<file path="config.mk">
export PLATFORM = sky130hd
export DESIGN_NAME = affw_ctrl
export DESIGN_NICKNAME = d
export VERILOG_FILES = /design/src/rtl/core/affw_pkg.sv /design/src/rtl/core/affw_ctrl.sv
export SDC_FILE = /design/constraint.sdc
export NUM_CORES = 1
export LEC_CHECK = 0
export BUFFER_PORTS_ARGS = -buffer_cell sky130_fd_sc_hd__buf_2
export CAP_MARGIN = 20
export CELL_PAD_IN_SITES_DETAIL_PLACEMENT = 1
export CELL_PAD_IN_SITES_GLOBAL_PLACEMENT = 2
export CORE_MARGIN = 1
export CORE_UTILIZATION = 22
export CTS_CLUSTER_DIAMETER = 200
export DETAILED_ROUTE_END_ITERATION = 12
export GPL_ROUTABILITY_DRIVEN = 0
export PLACE_DENSITY_LB_ADDON = 0.25
export SLEW_MARGIN = 20
export SYNTH_ARGS = -nofsm -noshare
export SYNTH_HDL_FRONTEND = slang
export SYNTH_SLANG_ARGS = --single-unit
</file>
<file path="constraint.sdc">
create_clock -name clk -period 1.29 [get_ports clk]
set_input_delay 0.0645 -clock clk [delete_from_list [all_inputs] [get_ports clk]]
set_output_delay 0.0645 -clock clk [all_outputs]
set_load 0.02 [all_outputs]
</file>
<file path="src/rtl/core/affw_pkg.sv">
// shared types, constants and codes of the affine warp block
package affw_pkg;

	// fixed field widths
	localparam int COEF_W     = 16;
	localparam int OFFS_W     = 24;
	localparam int SIZE_W     = 11;
	localparam int BASE_W     = 32;
	localparam int PIX_W      = 8;
	localparam int CFG_IDX_W  = 3;
	localparam int CFG_DATA_W = 24;

	// parameter defaults
	localparam int DEF_MAX_WIDTH  = 1024;
	localparam int DEF_MAX_HEIGHT = 1024;
	localparam int DEF_FRAC_BITS  = 10;

	// register reset values
	localparam logic signed [COEF_W-1:0] RST_COEF_M   = 16'sd1024;
	localparam logic signed [COEF_W-1:0] RST_COEF_N   = 16'sd0;
	localparam logic signed [OFFS_W-1:0] RST_OFFSET_P = 24'sd512;
	localparam logic signed [OFFS_W-1:0] RST_OFFSET_Q = 24'sd512;
	localparam logic [SIZE_W-1:0]        RST_WIDTH    = 11'd720;
	localparam logic [SIZE_W-1:0]        RST_HEIGHT   = 11'd576;

	// register indexes
	typedef enum logic [CFG_IDX_W-1:0] {
		REG_COEF_M       = 3'd0,
		REG_COEF_N       = 3'd1,
		REG_OFFSET_P     = 3'd2,
		REG_OFFSET_Q     = 3'd3,
		REG_FRAME_WIDTH  = 3'd4,
		REG_FRAME_HEIGHT = 3'd5
	} reg_idx_t;

	// register bank contents
	typedef struct packed {
		logic signed [COEF_W-1:0] coef_m;
		logic signed [COEF_W-1:0] coef_n;
		logic signed [OFFS_W-1:0] offset_p;
		logic signed [OFFS_W-1:0] offset_q;
		logic [SIZE_W-1:0]        frame_width;
		logic [SIZE_W-1:0]        frame_height;
	} cfg_t;

	// controller states
	typedef enum logic [2:0] {
		ST_IDLE,
		ST_LOAD,
		ST_PROD,
		ST_SUM,
		ST_MUL,
		ST_READ,
		ST_DONE
	} state_t;

	// controller to datapath
	typedef struct packed {
		logic load_accept;
		logic render_accept;
		logic load_write;
		logic prod_en;
		logic sum_en;
		logic mul_en;
		logic read_en;
		logic out_load;
	} cmd_t;

	// datapath to controller
	typedef struct packed {
		logic item_render;
		logic out_free;
	} status_t;

endpackage

</file>
<file path="src/rtl/core/affw_ctrl.sv">
// sequencing controller of the affine warp block
module affw_ctrl (
	input  logic               clk,
	input  logic               arst_n,
	input  logic               in_valid,
	output logic               in_ready,
	input  affw_pkg::status_t  status,
	output affw_pkg::cmd_t     cmd
);
	import affw_pkg::*;

	state_t state_q;
	state_t state_nxt;

	// state register
	always_ff @(posedge clk or negedge arst_n) begin
		if (!arst_n) begin
			state_q <= ST_IDLE;
		end else begin
			state_q <= state_nxt;
		end
	end

	// next state and commands
	always_comb begin
		state_nxt = state_q;
		cmd       = '0;
		in_ready  = 1'b0;
		case (state_q)
			ST_IDLE: begin
				in_ready = 1'b1;
				if (in_valid) begin
					if (status.item_render) begin
						cmd.render_accept = 1'b1;
						state_nxt         = ST_PROD;
					end else begin
						cmd.load_accept = 1'b1;
						state_nxt       = ST_LOAD;
					end
				end
			end
			ST_LOAD: begin
				cmd.load_write = 1'b1;
				state_nxt      = ST_IDLE;
			end
			ST_PROD: begin
				cmd.prod_en = 1'b1;
				state_nxt   = ST_SUM;
			end
			ST_SUM: begin
				cmd.sum_en = 1'b1;
				state_nxt  = ST_MUL;
			end
			ST_MUL: begin
				cmd.mul_en = 1'b1;
				state_nxt  = ST_READ;
			end
			ST_READ: begin
				cmd.read_en = 1'b1;
				state_nxt   = ST_DONE;
			end
			ST_DONE: begin
				if (status.out_free) begin
					cmd.out_load = 1'b1;
					state_nxt    = ST_IDLE;
				end
			end
			default: begin
				state_nxt = ST_IDLE;
			end
		endcase
	end

endmodule

</file>
==> impl_metrics.csv, run 1 <==
group,metric,value,unit
pwr,irDropWorstVdd,0.963,mV
critical_path,crit_path_max_fanout,5,
pwr,leakage,0.000274,µW
finish,final_common_cell,"buf_6",
sta,hold_viol_final,0,
finish,top_regs,"state_q (3)",
detailed_routing,drtIter0Drc,2,
synthesis,synth_seq_cells,3,
die,initial_utilization,25.1,%
sta,rsz0062_at_grt,"yes",
die,die_x,41.5,µm
critical_path,cp-start-kind,"flop",
synthesis,synth_area_per_cell,9.80,µm²
finish,layout_common_cells,"8 x buf_6, 7 x buf_4, 6 x buf_2",
cts,htree_levels,1,
sta,post-route-period-util,101,%
synthesis,syn-cell-area,343,µm²
detailed_routing,dr.pass1.iters,2,
synthesis,synth_area_leaders,"dfrtp_1 22%, buf_6 9.9%, nor3b_2 7.3%",
cts,cts_tree,"yes",
run_status,outcome,"finished with violations",
finish,largest_reg_flops,3,
synthesis,netlist.area_leader.share,21.9,%
cts,cts.sinks,3,
hold_path,hold_class,"in2reg",
placement,port_buffers,13,
synthesis,synth.yosys.seq_area_share,21.9,%
run_status,violations,"setup timing",
hold_path,hold_depth,2,
synthesis,synthMuxAreaShare,2.92,%
grt,grt_pass1_vias,374,
synthesis,yosysTopAreaCell,"dfrtp_1",
grt,grt_util_all_layers,12.2,%
sta,fmax,766,MHz
synthesis,synth-adder-area-share,3.65,%
sta,tightestPinTransition,273,ps
die,rows,13,
synthesis,yosys_warnings,0,
critical_path,arrival,1240,ps
cts,clk_pin_slew,30,ps
sta,relSlewSlack,81.7,%
detailed_routing,wl_per_cell,12.4,µm
grt,grt_max_degree,11,
finish,antenna_cells,0,
grt,antenna_found_initial,0,
sta,setup-violations-final,4,
synthesis,synth_top_family_by_area,"simple AND/OR/NAND/NOR gates",
detailed_routing,met3WireLength,32,µm
synthesis,synthesis.nets,41,
critical_path,critPathKind,"reg2out",
detailed_routing,drt_wl_total,906,µm
die,num_io_pins,14,
pwr,power_density,2490,nW/µm²
placement,dp_slack,68.0,ps
grt,grt_pass1_wl,1.58,mm
critical_path,required,1230,ps
finish,layout.nets,65,
synthesis,synth_cells,35,
sta,finalWorstSetupSlack,-15.2,ps
flow_run,maxCapViolations,0,
detailed_routing,remaining_drc_errors,0,
detailed_routing,dr.max_layer_used,"met3",
finish,largest_register,"state_q",
detailed_routing,vias_per_cell,4.62,
finish,final_core_util,41.4,%
cts,cts_buffer_depth,2,
sta,fin_skew,0.729,ps
placement,hpwlAfterDp,650,µm
detailed_routing,wl_met2,521,µm
detailed_routing,antenna_left,0,
synthesis,synth_compound_gate_area_share,13.1,%
finish,syn_to_final_growth,65.0,%
die,core-area,1370,µm²
detailed_routing,m1WireLength,352,µm
sta,fin_crit,1310,ps
cts,clk_latency,230,ps
synthesis,synth-simple-area-share,43.8,%
synthesis,synth-xor-area-share,2.55,%
grt,grt_remaining_overflow,0,
critical_path,worstSetupEndpointType,"primary output",
critical_path,reg2reg_depth,5,
cts,cts-root-buf,"clkbuf_4",
cts,numCtsBuffers,3,
sta,worst_hold_slack,127,ps
synthesis,synth_cell_types,24,
die,die_h,41.5,µm
finish,drive_gt1_share,70.7,%
detailed_routing,vias,337,
sta,slew_violations,0,
die,design.die.area,1720,µm²
==> synthesized netlist by cell type, drive strengths merged <==
cell type  n
and3b      1
and2b      1
nor2b      1
o21ai      1
nand2      3
o31ai      1
ha         1
nor2       3
mux2i      1
and2       2
o221ai     1
and3       2
xor2       1
buf        3
nor4b      1
inv        2
nor3b      3
a21oi      2
nor3       2
dfrtp      3
==> kinds of logic (layout without fill, tap and decap cells) <==
family,count (synthesis),count (layout)
DFF,3,3
and+or+nand+nor,19,19
buffers and inverters,5,28
muxes,1,1
AOI/OAI and AO/OA,5,5
adders and majority gates,1,1
xor gates and xnor gates,1,1
==> cell type report <==
class                   instances  area (µm²)
fillers                       165         801
repair buffers                 22         183
multi-input cells              27         254
flip-flops and latches          3        76.3
well taps                      15        18.8
inverters                       2        7.51
clock buffers                   4        26.3
==> critical path: stages (launching register included) <==
cell and delay, ps:
dfrtp_1 400, buf_6 140, and2b_1 220, and2_4 150, buf_6 100
==> layer usage <==
| metal | vias up | track usage [%] |
|---|---|---|
| met2 | 8 | 22.2 |
| met5 | - | 0 |
| met1 | 161 | 12.2 |
| met4 | 0 | 9.68 |
| li1 | 168 | - |
| met3 | 0 | 1.74 |
==> report_power, final <==
group | switching (µW) | internal [µW]
logic | 504 | 531
clock network | 44.0 | 116
registers | 77.6 | 138
==> stage by stage <==
| step | cell area [µm²] | cells | total power, µW | setup TNS [ps] |
|---|---|---|---|---|
| global route | 566 | 73 | 1530 | -362 |
| floorplan | 343 | 35 | 826 | 0 |
| CTS | 538 | 73 | 1340 | -124 |
| global placement | 415 | 63 | 968 | 0 |
| finish | 566 | 73 | 1410 | -44.2 |
| detailed placement | 415 | 63 | 970 | 0 |
==> repair_timing <==
action / CTS / global route
endpoints found under the hold margin: 3 / 0
hold buffers: 1 / 0
gates resized for setup: 15 / 7
buffers inserted: 5 / 1
pin swaps: 6 / 4
endpoints found under the setup margin: 8 / 9
==> worst paths after layout <==
check	startpoint	end	slack (ps)
setup / recovery	state_q[2]	cmd[3]	-20
hold / removal	status[0]	state_q[1]	130
setup reg to reg	state_q[2]	state_q[1]	10
hold reg to reg	state_q[0]	state_q[0]	600
max in group asynchronous	arst_n	state_q[0]	990
min in group asynchronous	arst_n	state_q[0]	180
(Power assumes the default switching activity.)
==> inputs of run 2 (changes only) <==
CORE_UTILIZATION = 24   (was 22)
CTS_BUF_LIST = sky130_fd_sc_hd__clkbuf_2 sky130_fd_sc_hd__clkbuf_4 sky130_fd_sc_hd__clkbuf_8   (was unset)
==> run 2 against run 1 <==
The flow still finishes with violations (setup timing); largest power group unchanged; non-clock buffer count up 5; register-to-register slack got worse by 30 ps; global-route usage up 3.4 points; hold slack got worse by 10 ps; utilization increased by 6.9 points; via count rose by 8.3%.
==> impl_metrics.csv, run 2 (synthesized netlist as in run 1, its figures left out) <==
group,metric,value,unit
die,die_x,39.8,µm
die,num_io_pins,14,
pwr,irDropWorstVdd,1.04,mV
critical_path,cp-start-kind,"flop",
cts,clk_pin_slew,40,ps
finish,top_regs,"state_q (3)",
pwr,power_switching,704,µW
cts,cts_tree,"yes",
detailed_routing,antenna_left,0,
detailed_routing,wl_per_cell,13.4,µm
placement,hpwlAfterDp,639,µm
detailed_routing,dr.pass1.iters,2,
die,rows,13,
critical_path,crit_path_max_fanout,8,
pwr,p_sw_share,41.3,%
sta,post-route-period-util,106,%
placement,port_buffers,13,
detailed_routing,dr.max_layer_used,"met4",
critical_path,cpMaxStageDelayCell,"dfrtp_1",
sta,hold_viol_final,0,
die,initial_utilization,26.0,%
placement,dp_cells,62,
finish,layout.nets,70,
sta,rsz0062_at_grt,"yes",
flow_run,maxCapViolations,0,
finish,antenna_cells,0,
detailed_routing,m1WireLength,387,µm
sta,setup-violations-final,7,
sta,fmax,735,MHz
cts,htree_levels,1,
finish,fill_cells,150,
cts,cts-root-buf,"clkbuf_4",
grt,grt_pass1_wl,1.51,mm
finish,largest_reg_flops,3,
critical_path,max_stage_delay,380,ps
sta,fin_crit,1360,ps
finish,layout_common_cells,"10 x buf_6, 10 x buf_4, 5 x buf_2, 4 x clkbuf_4, 3 x nand2_1",
detailed_routing,drtIter0Drc,2,
critical_path,arrival,1300,ps
sta,relSlewSlack,79.6,%
grt,grt_pass1_vias,339,
finish,syn_to_final_growth,85.8,%
grt,antenna_found_initial,0,
cts,clk_latency,240,ps
pwr,pwr-share-comb,77.2,%
finish,largest_register,"state_q",
critical_path,critPathKind,"reg2out",
grt,grt_util_all_layers,15.6,%
sta,worst_hold_slack,117,ps
critical_path,crit_buf_inv,2,
sta,finalWorstSetupSlack,-71.4,ps
detailed_routing,drt_wl_total,1.05,mm
sta,slew_violations,0,
run_status,violations,"setup timing",
pwr,p_int,1000,µW
finish,drive_gt1_share,76.2,%
grt,grt_remaining_overflow,0,
detailed_routing,vias_per_cell,4.68,
critical_path,worstSetupEndpointType,"primary output",
sta,fin_skew,1.46,ps
critical_path,crit_path_frequent_cell,"buf_6",
cts,cts.sinks,3,
placement,dp_slack,64.4,ps
pwr,seqPwrFrac,11.4,%
cts,numCtsBuffers,3,
cts,cts_buffer_depth,2,
pwr,clkPwrFrac,11.4,%
hold_path,hold_class,"in2reg",
pwr,power_density,2680,nW/µm²
die,core-area,1320,µm²
grt,grt_max_degree,9,
detailed_routing,met3WireLength,26,µm
detailed_routing,remaining_drc_errors,0,
pwr,leakage,0.000307,µW
die,die_h,39.8,µm
sta,tightestPinTransition,304,ps
detailed_routing,wl_met2,606,µm
finish,stdcell_count,78,
die,design.die.area,1580,µm²
critical_path,cpLargestDelayFamily,"simple AND/OR/NAND/NOR gates",
run_status,outcome,"finished with violations",
detailed_routing,vias,365,
critical_path,required,1230,ps
critical_path,path_cells,"buf_6 -> nor3_4 -> nand2_1 -> nor2_2 -> buf_6",
==> run 2: layout make-up <==
cell class                      instances  area, µm²  area share [%]
Multi-Input combinational cell         27        259            40.7
Timing Repair Buffer                   27        243            38.1
Sequential cell                         3       76.3            12.0
Clock buffer                            4       30.0            4.72
Tap cell                               15       18.8            2.95
Inverter                                2       10.0            1.57
==> run 2: final timing paths <==
check | startpoint | end | slack, ps | cells past startpoint
min in group asynchronous | arst_n | state_q[1] | 160 | 2
worst min-delay path | status[0] | state_q[1] | 120 | 2
worst min register to register | state_q[0] | state_q[0] | 540 | 1
max in group asynchronous | arst_n | state_q[0] | 1010 | 2
worst max-delay path | state_q[1] | cmd[7] | -70 | 5
worst max register to register | state_q[1] | state_q[1] | -20 | 7
==> run 2: repair_timing <==
action                                 CTS  global route
setup endpoints to repair                8             9
resized for setup                       12            15
pin swaps                                2             2
buffers inserted                         7             4
endpoints found under the hold margin    3             0
hold buffers                             1             0
==> run 2: per-stage QoR <==
step                cell area, µm²  util (%)  TNS [ps]  power [µW]
floorplan                      343         -         0         826
finish                         637      48.3      -306        1700
detailed placement             408      31.0         0         959
CTS                            534      40.6      -121        1420
global placement               408      31.0         0         932
global route                   637      48.3      -814        1820
==> run 2: metal layers <==
layer,vias to the layer above,GRT usage (%)
met5,-,0
met2,9,25.8
met4,0,12.9
met1,173,16.5
li1,180,-
met3,3,3.41
==> run 2: power groups by stage <==
stage,Clock [µW],Combinational (µW),Sequential [µW]
finish,194,1320,195
global route,206,1420,200
CTS,202,1010,203
detailed placement,0,741,218
global placement,0,720,212
floorplan,0,670,156
