==> src/rtl/core/affw_pkg.sv <==
// shared types, constants and codes of the affine warp block
package affw_pkg;

	// fixed field widths
	localparam int COEF_W     = 16;
	localparam int OFFS_W     = 24;
	localparam int SIZE_W     = 11;
	localparam int BASE_W     = 32;
	localparam int PIX_W      = 8;
	localparam int CFG_IDX_W  = 3;
	localparam int CFG_DATA_W = 24;

	// parameter defaults
	localparam int DEF_MAX_WIDTH  = 1024;
	localparam int DEF_MAX_HEIGHT = 1024;
	localparam int DEF_FRAC_BITS  = 10;

	// register reset values
	localparam logic signed [COEF_W-1:0] RST_COEF_M   = 16'sd1024;
	localparam logic signed [COEF_W-1:0] RST_COEF_N   = 16'sd0;
	localparam logic signed [OFFS_W-1:0] RST_OFFSET_P = 24'sd512;
	localparam logic signed [OFFS_W-1:0] RST_OFFSET_Q = 24'sd512;
	localparam logic [SIZE_W-1:0]        RST_WIDTH    = 11'd720;
	localparam logic [SIZE_W-1:0]        RST_HEIGHT   = 11'd576;

	// register indexes
	typedef enum logic [CFG_IDX_W-1:0] {
		REG_COEF_M       = 3'd0,
		REG_COEF_N       = 3'd1,
		REG_OFFSET_P     = 3'd2,
		REG_OFFSET_Q     = 3'd3,
		REG_FRAME_WIDTH  = 3'd4,
		REG_FRAME_HEIGHT = 3'd5
	} reg_idx_t;

	// register bank contents
	typedef struct packed {
		logic signed [COEF_W-1:0] coef_m;
		logic signed [COEF_W-1:0] coef_n;
		logic signed [OFFS_W-1:0] offset_p;
		logic signed [OFFS_W-1:0] offset_q;
		logic [SIZE_W-1:0]        frame_width;
		logic [SIZE_W-1:0]        frame_height;
	} cfg_t;

	// controller states
	typedef enum logic [2:0] {
		ST_IDLE,
		ST_LOAD,
		ST_PROD,
		ST_SUM,
		ST_MUL,
		ST_READ,
		ST_DONE
	} state_t;

	// controller to datapath
	typedef struct packed {
		logic load_accept;
		logic render_accept;
		logic load_write;
		logic prod_en;
		logic sum_en;
		logic mul_en;
		logic read_en;
		logic out_load;
	} cmd_t;

	// datapath to controller
	typedef struct packed {
		logic item_render;
		logic out_free;
	} status_t;

endpackage

==> src/rtl/core/affw_regs.sv <==
// configuration register bank of the affine warp block
module affw_regs (
	input  logic                                clk,
	input  logic                                arst_n,
	input  logic                                cfg_we,
	input  logic [affw_pkg::CFG_IDX_W-1:0]      cfg_index,
	input  logic [affw_pkg::CFG_DATA_W-1:0]     cfg_data,
	output affw_pkg::cfg_t                      cfg
);
	import affw_pkg::*;

	cfg_t cfg_q;

	// register writes, unknown indexes dropped
	always_ff @(posedge clk or negedge arst_n) begin
		if (!arst_n) begin
			cfg_q.coef_m       <= RST_COEF_M;
			cfg_q.coef_n       <= RST_COEF_N;
			cfg_q.offset_p     <= RST_OFFSET_P;
			cfg_q.offset_q     <= RST_OFFSET_Q;
			cfg_q.frame_width  <= RST_WIDTH;
			cfg_q.frame_height <= RST_HEIGHT;
		end else if (cfg_we) begin
			case (reg_idx_t'(cfg_index))
				REG_COEF_M:       cfg_q.coef_m       <= cfg_data[COEF_W-1:0];
				REG_COEF_N:       cfg_q.coef_n       <= cfg_data[COEF_W-1:0];
				REG_OFFSET_P:     cfg_q.offset_p     <= cfg_data[OFFS_W-1:0];
				REG_OFFSET_Q:     cfg_q.offset_q     <= cfg_data[OFFS_W-1:0];
				REG_FRAME_WIDTH:  cfg_q.frame_width  <= cfg_data[SIZE_W-1:0];
				REG_FRAME_HEIGHT: cfg_q.frame_height <= cfg_data[SIZE_W-1:0];
				default: begin
				end
			endcase
		end
	end

	assign cfg = cfg_q;

endmodule

==> config.mk <==
export PLATFORM = sky130hd
export DESIGN_NAME = affw_regs
export DESIGN_NICKNAME = d
export VERILOG_FILES = /design/src/rtl/core/affw_pkg.sv /design/src/rtl/core/affw_regs.sv
export SDC_FILE = /design/constraint.sdc
export NUM_CORES = 1
export LEC_CHECK = 0
export ABC_AREA = 0
export BUFFER_PORTS_ARGS = -buffer_cell sky130_fd_sc_hd__clkbuf_2
export CAP_MARGIN = 40
export CORE_AREA = 4 4 98 100
export CTS_BUF_LIST = sky130_fd_sc_hd__clkbuf_2
export DETAILED_ROUTE_END_ITERATION = 8
export DIE_AREA = 0 0 102 104
export PLACE_DENSITY = 0.72
export SLEW_MARGIN = 30
export SYNTH_ARGS = -nofsm -noshare
export SYNTH_HDL_FRONTEND = slang
export SYNTH_SLANG_ARGS = --single-unit
==> constraint.sdc <==
create_clock -name clk -period 0.9 [get_ports clk]
set_input_delay 0.045 -clock clk [delete_from_list [all_inputs] [get_ports clk]]
set_output_delay 0.045 -clock clk [all_outputs]
set_load 0.005 [all_outputs]
==> results.toml, run 1 <==
[synthesis]
synth_edf_count = 0
synth-xor-area-share_pct = 0
syn_avg_cell_area_um2 = 17.56
ys_warn_count = 0
synth_compound_area_share_pct = 0
yosysSeqAreaShare_pct = 66.38
yosys_most_used_dff = "dfrtp_1"
synth_nets = 250
netlist.area_leader.share_pct = 60.25
yosys.area.top_type = "dfrtp_1"
yosysMostFrequentCell = "dfrtp_1"
netlist_area_um2 = 3862
ys_ff_latch = 102
netlist_instances = 220
yosysUniqueCellTypes = 12
synth_fa_ha_area_share_pct = 0
ys_top_cells_by_area = "dfrtp_1 (60%), mux2_2 (17%), mux2_1 (12%), dfstp_2 (6.1%), buf_2 (0.78%)"
synthArstFlopShare_pct = 100.0
muxShareOfSynthArea_pct = 29.74
synthSimpleGateAreaFrac_pct = 2.138
synth_top_family_by_area = "multiplexers"
synth_common_cells = "dfrtp_1 (93), mux2_2 (60), mux2_1 (42)"

[timing]
timing.hold.ws_ns = 0.01251
setup_ws_ns = -0.3661
slew_viol_final = 0
fin_tns_setup_ns = -23.90
setup_viol = 120
max_freq_ghz = 0.7898
fin_crit_ns = 1.266
skew_ns = 0
rsz0062_at_grt = "yes"
fin_crit_sh_pct = 140.7
hold_viol = 0
slew_headroom_pct = 63.58
tightestPinTransition_ns = 0.5445

[outcome]
status = "finished, violations left"
violations = "negative setup slack"

[routing]
drtPass1Iterations = 4
postRouteAntennaNets = 0
drc = 0
post_drt_wl_per_cell_um = 17.45
wl_um = 9405
vias_per_cell = 4.842
num_vias = 2610
drt-initial-drc-count = 46

[cells_and_area]
drive_gt1_share_pct = 68.21
final_cell_area_um2 = 5689
antenna_cells = 0
largest_reg_flops = 102
area_delta_synth_final_pct = 47.30
finalNetCount = 456
num-fill-cells = 682

[clocking]
numCtsBuffers = 9
clk_path_buf_depth = 2
htreeDepth = 3
clk-insertion-delay-late_ns = 0.51
cts.clk_slew.worst_paths_ns = 0.27
cts_tree = "built"
cts-root-buf = "clkbuf_2"
clock-sinks = 102

[setup_path]
path_max_fanout = 2
slowest_stage = "dfstp_2"
crit_family = "flip-flops"
r2r-end = "cfg[57]"
setup.worst_path.class = "reg2out"
cp-start-kind = "flop"
ff2ff_setup_slack_ns = -0.10
crit_path_end_kind = "output pin"
r2r-start = "cfg[57]"
critPathMaxStageDelay_ns = 0.60
crit_buf_inv = 1
r2r_cells = 3
arrival_ns = 1.22
worstPathRequired_ns = 0.85
cp_cell_sequence = "buf_6"

[grt]
grt_pass1_wl_um = 14850
grt_use_total_pct = 18.16
grt_max_degree = 46
grt_overflow = 0
grt_pass1_vias = 2789
antenna_found_initial = 0

[die]
die-height_um = 104
rows = 34
die_w_um = 102
start_util_pct = 44.51
die_area_um2 = 10610
pin_count = 132
coreArea_um2 = 8678

[placement]
port_buffers = 131
hpwl_um = 6373
place_area_um2 = 4982
globalplace.congestion = 0.7377
dp_slack_ns = -0.4052

[hold_path]
worstHoldPathType = "in2async"

[power]
power_leakage_nw = 2.826
ir_worst_vdd_uv = 1013
power.density_nw_per_um2 = 2039

[run]
max_cap_violations = 0
## layout make-up
type,count,area [um2],area share [%]
repair buffers,205,1478,25.97
clock inverters,6,38.79,0.6818
multi-input cells,108,1424,25.03
flip-flops and latches,102,2564,45.06
well taps,108,135.1,2.375
clock buffers,10,50.05,0.8797
## metal layers
layer  track usage (%)  vias to the layer above  share of wire, %
met5                 0                        -                 0
met4             5.904                        0               1.2
met3             3.286                        9               4.6
met2             31.20                       68                53
met1             22.89                     1340                42
li1                  -                     1193                 -
## worst max path at each step
stage,start,endpoint,slack (ns),depth (start not counted)
2_1_floorplan,cfg_index[1],cfg[100],-0.22,3
3_3_place_gp,cfg_index[0],cfg[62],-0.36,4
6_report,cfg[96],cfg[96],-0.37,1
4_1_cts,cfg[96],cfg[96],-0.46,1
3_5_place_dp,cfg_index[0],cfg[65],-0.41,4
5_1_grt,cfg[96],cfg[96],-0.46,1
## placed cells by master (no fill, tap or decap)
cell,count
clkinvlp_4,3
nand4b_1,1
mux2_2,44
dfstp_2,9
mux2_4,45
dlygate4sd3_1,26
buf_12,8
buf_6,25
mux2_1,13
clkinv_4,1
nor4bb_4,1
clkinv_1,2
clkbuf_2,138
nor4b_4,1
dfrtp_1,93
and4bb_1,2
nand4b_4,1
buf_4,18
## per-stage QoR
stage	power, W	utilization [%]	instances
6_report	0.01160	65.56	539
3_5_place_dp	0.009130	57.41	463
5_1_grt	0.01228	65.56	539
3_3_place_gp	0.009022	57.41	463
4_1_cts	0.01141	63.77	532
2_1_floorplan	0.007512	-	220
## timing repair
action                                  CTS  global route
resized for setup                         0            27
cloned                                    0             0
endpoints found under the setup margin  102           140
hold buffers                             26             1
endpoints found under the hold margin   204            12
setup buffers                            27            18
## cells by family after synthesis
| group | after synthesis |
|---|---|
| buffers and inverters | 10 |
| flip-flops | 102 |
| multiplexers | 102 |
| AND/OR/NAND/NOR | 6 |
## power by group
| part | switching (W) | internal (W) | total, W | leakage, nW |
|---|---|---|---|---|
| Clock | 0.00146 | 0.000359 | 0.00182 | 0.0492 |
| Sequential | 0.000587 | 0.00565 | 0.00624 | 1.21 |
| Combinational | 0.00120 | 0.00235 | 0.00355 | 1.57 |
| Total | 0.00324 | 0.00836 | 0.0116 | 2.83 |
## worst min-delay path: stages
cell,delay [ns]
dlygate4sd3_1,0.53
buf_4,0.14
buf_12,0.24
(Power assumes the default switching activity.)
==> inputs of run 2 (changes only) <==
- CORE_AREA: 4 4 98 100 -> 4 4 119 121
- DIE_AREA: 0 0 102 104 -> 0 0 123 125
- PLACE_DENSITY: 0.72 -> default
- SETUP_SLACK_MARGIN: default -> 0.4
==> run 2 against run 1 <==
Die area is 45% higher. Clock skew stayed put. First-iteration DRC count is 120% higher. Routed wire length is 14% higher. Clock power is 2% higher. Maximum frequency is 6.8% lower. The run ends with negative hold slack, negative setup slack left. Largest power group unchanged. Design area is 8.7% higher.
==> results.toml, run 2 (synthesis gave the netlist of run 1 again) <==
[die]
pin_count = 132
die_area_um2 = 15380
start_util_pct = 29.52
die_w_um = 123
die-height_um = 125
coreArea_um2 = 13090
rows = 42

[setup_path]
crit_path_end_kind = "output pin"
cp_cell_sequence = "clkbuf_2"
critPathMaxStageDelay_ns = 0.61
setup.worst_path.class = "reg2out"
crit_buf_inv = 1
crit_family = "flip-flops"
cp-start-kind = "flop"
slowest_stage = "dfstp_2"
arrival_ns = 1.31
ff2ff_setup_slack_ns = -0.11
worstPathRequired_ns = 0.85
path_max_fanout = 2

[routing]
drc = 0
drt-initial-drc-count = 101
wl_um = 10690
post_drt_wl_per_cell_um = 16.97
vias_per_cell = 4.268
postRouteAntennaNets = 0
drtPass1Iterations = 4
num_vias = 2689

[cells_and_area]
area_delta_synth_final_pct = 60.06
largest_reg_flops = 102
final_common_cell = "clkbuf_2"
finalNetCount = 478
drive_gt1_share_pct = 72.85
stdcell_count = 630
layout_common_cells = "clkbuf_2 (138), dfrtp_1 (93), mux2_4 (91)"

[hold_path]
worstHoldPathType = "in2async"

[timing]
fin_tns_setup_ns = -31.63
max_freq_ghz = 0.7363
hold_viol = 39
fin_crit_sh_pct = 150.9
setup_ws_ns = -0.4582
rsz0062_at_grt = "yes"
slew_viol_final = 0
tightestPinTransition_ns = 0.3047
fin_crit_ns = 1.358
slew_headroom_pct = 79.69
setup_viol = 127
timing.hold.ws_ns = -0.04913
skew_ns = 0

[power]
ir_worst_vdd_uv = 984.1
power.density_nw_per_um2 = 2029
power_leakage_nw = 3.162

[grt]
grt_pass1_vias = 2862
grt_pass1_wl_um = 15770
antenna_found_initial = 1
grt_overflow = 0
grt_use_total_pct = 13.43
grt_max_degree = 57

[outcome]
status = "finished, violations left"
violations = "negative hold slack, negative setup slack"

[placement]
dp.cells = 532
hpwl_um = 6693
port_buffers = 131
globalplace.congestion = 0.7124

[clocking]
cts_tree = "built"
clock-sinks = 102
numCtsBuffers = 9
cts.clk_slew.worst_paths_ns = 0.27
clk_path_buf_depth = 2
clk-insertion-delay-late_ns = 0.58
cts_hold_buf = 25
cts-root-buf = "clkbuf_2"
htreeDepth = 3

[run]
max_cap_violations = 0
-- run 2: report_power, final --
part           switching [W]  internal [W]
Clock                0.00147      0.000389
Combinational        0.00131       0.00304
Sequential          0.000687       0.00565
-- run 2: routing by layer --
| metal | vias up | GRT usage [%] | wire (um) |
|---|---|---|---|
| met5 | - | 0 | 0 |
| met3 | 10 | 5.465 | 761 |
| met4 | 0 | 2.932 | 97 |
| met2 | 91 | 21.39 | 5233 |
| met1 | 1357 | 17.21 | 4598 |
| li1 | 1231 | - | - |
-- run 2: path summary, 6_finish.rpt --
path,start,depth (start not counted),endpoint
min,arst_n,3,cfg[97]
max in group asynchronous,arst_n,3,cfg[15]
max reg2reg,cfg[56],3,cfg[56]
min in group clk,cfg_index[1],4,cfg[98]
max,cfg[20],1,cfg[20]
min reg2reg,cfg[93],1,cfg[93]
-- run 2: what timing repair did --
action | 4_1_cts | 5_1_grt
setup endpoints to repair | 204 | 204
endpoints found under the hold margin | 204 | 104
resized for setup | 31 | 52
setup buffers | 36 | 20
-- run 2: final cells by class --
cell class	instances	area [um2]
fill	1120	6903
sequential	102	2564
timing repair buffer	227	1714
multi-input combinational	108	1597
tap	176	220.2
clock buffer	12	60.06
clock inverter	4	25.02
antenna	1	2.502
-- run 2: per-stage QoR --
stage               setup WS, ns  cell area [um2]  power [W]  util [%]
floorplan                -0.2216             4149   0.007623         -
global placement         -0.3665             5110   0.009147     39.05
detailed placement       -0.4037             5110   0.009239     39.05
CTS                      -0.5592             5832    0.01202     44.57
global route             -0.5993             6182    0.01334     47.25
finish                   -0.4582             6182    0.01254     47.25
==> inputs of run 3 (changes only) <==
- clock period: 0.9 -> 1.15 ns (I/O delays scaled with it)
==> run 3 against run 2 <==
The run still ends with negative hold slack, negative setup slack left. Routed wire length is 5.0% lower. First-iteration DRC count grew 6.9%. Via count about the same. Worst setup slack improved by 0.25 ns. Core utilization down 0.40 points. Final cell count down 0.79%. Clock skew unchanged. Hold slack improved by 0.018 ns. Highest routed layer unchanged.
==> results.toml, run 3 (synthesis gave the netlist of run 1 again) <==
[outcome]
violations = "negative hold slack, negative setup slack"
status = "finished, violations left"

[setup_path]
critPathMaxStageDelay_ns = 0.60
crit_path_end_kind = "output pin"
ff2ff_setup_slack_ns = 0.15
crit_family = "flip-flops"
slowest_stage = "dfstp_2"
worstPathRequired_ns = 1.09
cp_cell_sequence = "clkbuf_2"
cp-start-kind = "flop"
arrival_ns = 1.30
path_max_fanout = 2
crit_buf_inv = 1
setup.worst_path.class = "reg2out"

[hold_path]
worstHoldPathType = "in2async"

[grt]
grt_use_total_pct = 13.22
grt_max_degree = 56
antenna_found_initial = 0
grt_pass1_vias = 2841
grt_pass1_wl_um = 15570
grt_overflow = 0

[routing]
post_drt_wl_per_cell_um = 16.25
drc = 0
vias_per_cell = 4.304
drt-initial-drc-count = 108
wl_um = 10150
drtPass1Iterations = 4
num_vias = 2690
postRouteAntennaNets = 0

[timing]
fin_crit_ns = 1.359
slew_headroom_pct = 78.93
hold_viol = 27
skew_ns = 0
max_freq_ghz = 0.7361
setup_ws_ns = -0.2085
tightestPinTransition_ns = 0.3148
fin_crit_sh_pct = 118.1
timing.hold.ws_ns = -0.03085
setup_viol = 101
rsz0062_at_grt = "yes"
slew_viol_final = 0

[cells_and_area]
antenna_cells = 0
layout_common_cells = "clkbuf_2 (135), dfrtp_1 (93), mux2_4 (88)"
utilization_pct = 46.84
area_delta_synth_final_pct = 58.70
finalNetCount = 474
final_common_cell = "clkbuf_2"
largest_reg_flops = 102
drive_gt1_share_pct = 72.38
num-fill-cells = 1173

[clocking]
clk-insertion-delay-late_ns = 0.57
clk_path_buf_depth = 2
clock-sinks = 102
cts_tree = "built"
numCtsBuffers = 9
htreeDepth = 3
cts-root-buf = "clkbuf_2"
cts.clk_slew.worst_paths_ns = 0.28
cts_hold_buf = 25

[placement]
dp_slack_ns = -0.1909
port_buffers = 131
globalplace.congestion = 0.7377
hpwl_um = 6650

[die]
pin_count = 132
rows = 42
die_w_um = 123
start_util_pct = 29.52
die-height_um = 125
coreArea_um2 = 13090
die_area_um2 = 15380

[power]
ir_worst_vdd_uv = 659.7
power.density_nw_per_um2 = 1607
power_leakage_nw = 3.125

[run]
max_cap_violations = 0
-- run 3: cell types whose count changed in the layout (fill, tap and decap cells not counted), sizes merged --
cell    delta
buf        -4
clkbuf     -3
bufinv     +1
clkinv     +1
diode      -1
inv        +1
-- run 3: final timing paths --
check                             startpoint      end  cells past startpoint
worst min register to register       cfg[24]  cfg[24]                      1
max in group asynchronous             arst_n  cfg[96]                      3
worst min-delay path                  arst_n  cfg[70]                      3
min in group clk                cfg_index[1]  cfg[88]                      4
worst max-delay path                 cfg[15]  cfg[15]                      1
worst max register to register       cfg[77]  cfg[77]                      3
-- run 3: timing repair --
| item | 4_1_cts | 5_1_grt |
|---|---|---|
| resized for setup | 26 | 47 |
| cloned | 0 | 0 |
| endpoints found under the setup margin | 201 | 204 |
| pin swaps | 0 | 0 |
| buffers inserted | 28 | 22 |
| endpoints found under the hold margin | 204 | 108 |
-- run 3: report_power, final --
part	leakage (nW)	internal [W]	switching [W]
combinational	1.85	0.00226	0.000991
clock	0.0671	0.000487	0.00119
sequential	1.21	0.00442	0.000497
-- run 3: metal layers --
layer / wire [um] / global-route usage (%) / vias up
li1: - / - / 1230
met1: 4593 / 17.05 / 1371
met2: 4826 / 20.71 / 77
met3: 577 / 3.794 / 12
met4: 156 / 5.668 / 0
met5: 0 / 0 / -
-- run 3: through the flow --
stage | instances | instance area [um2] | hold WS (ns) | total power [W] | TNS, ns
after floorplan | 220 | 4130 | -0.2381 | 0.005941 | 0
after global placement | 534 | 5119 | 0.07888 | 0.007136 | -5.664
after detailed placement | 534 | 5119 | 0.07206 | 0.007204 | -7.076
after CTS | 603 | 5786 | -0.1218 | 0.009457 | -16.63
after global routing | 625 | 6130 | -0.1025 | 0.01045 | -19.19
final | 625 | 6130 | -0.03085 | 0.009849 | -6.268
-- run 3: area by class of cell --
cell class | instances | area [um2] | area share [%]
Clock buffer | 9 | 45.04 | 0.7348
Clock inverter | 7 | 63.81 | 1.041
Timing Repair Buffer | 223 | 1652 | 26.94
Sequential cell | 102 | 2564 | 41.82
Multi-Input combinational cell | 108 | 1585 | 25.86
Tap cell | 176 | 220.2 | 3.593
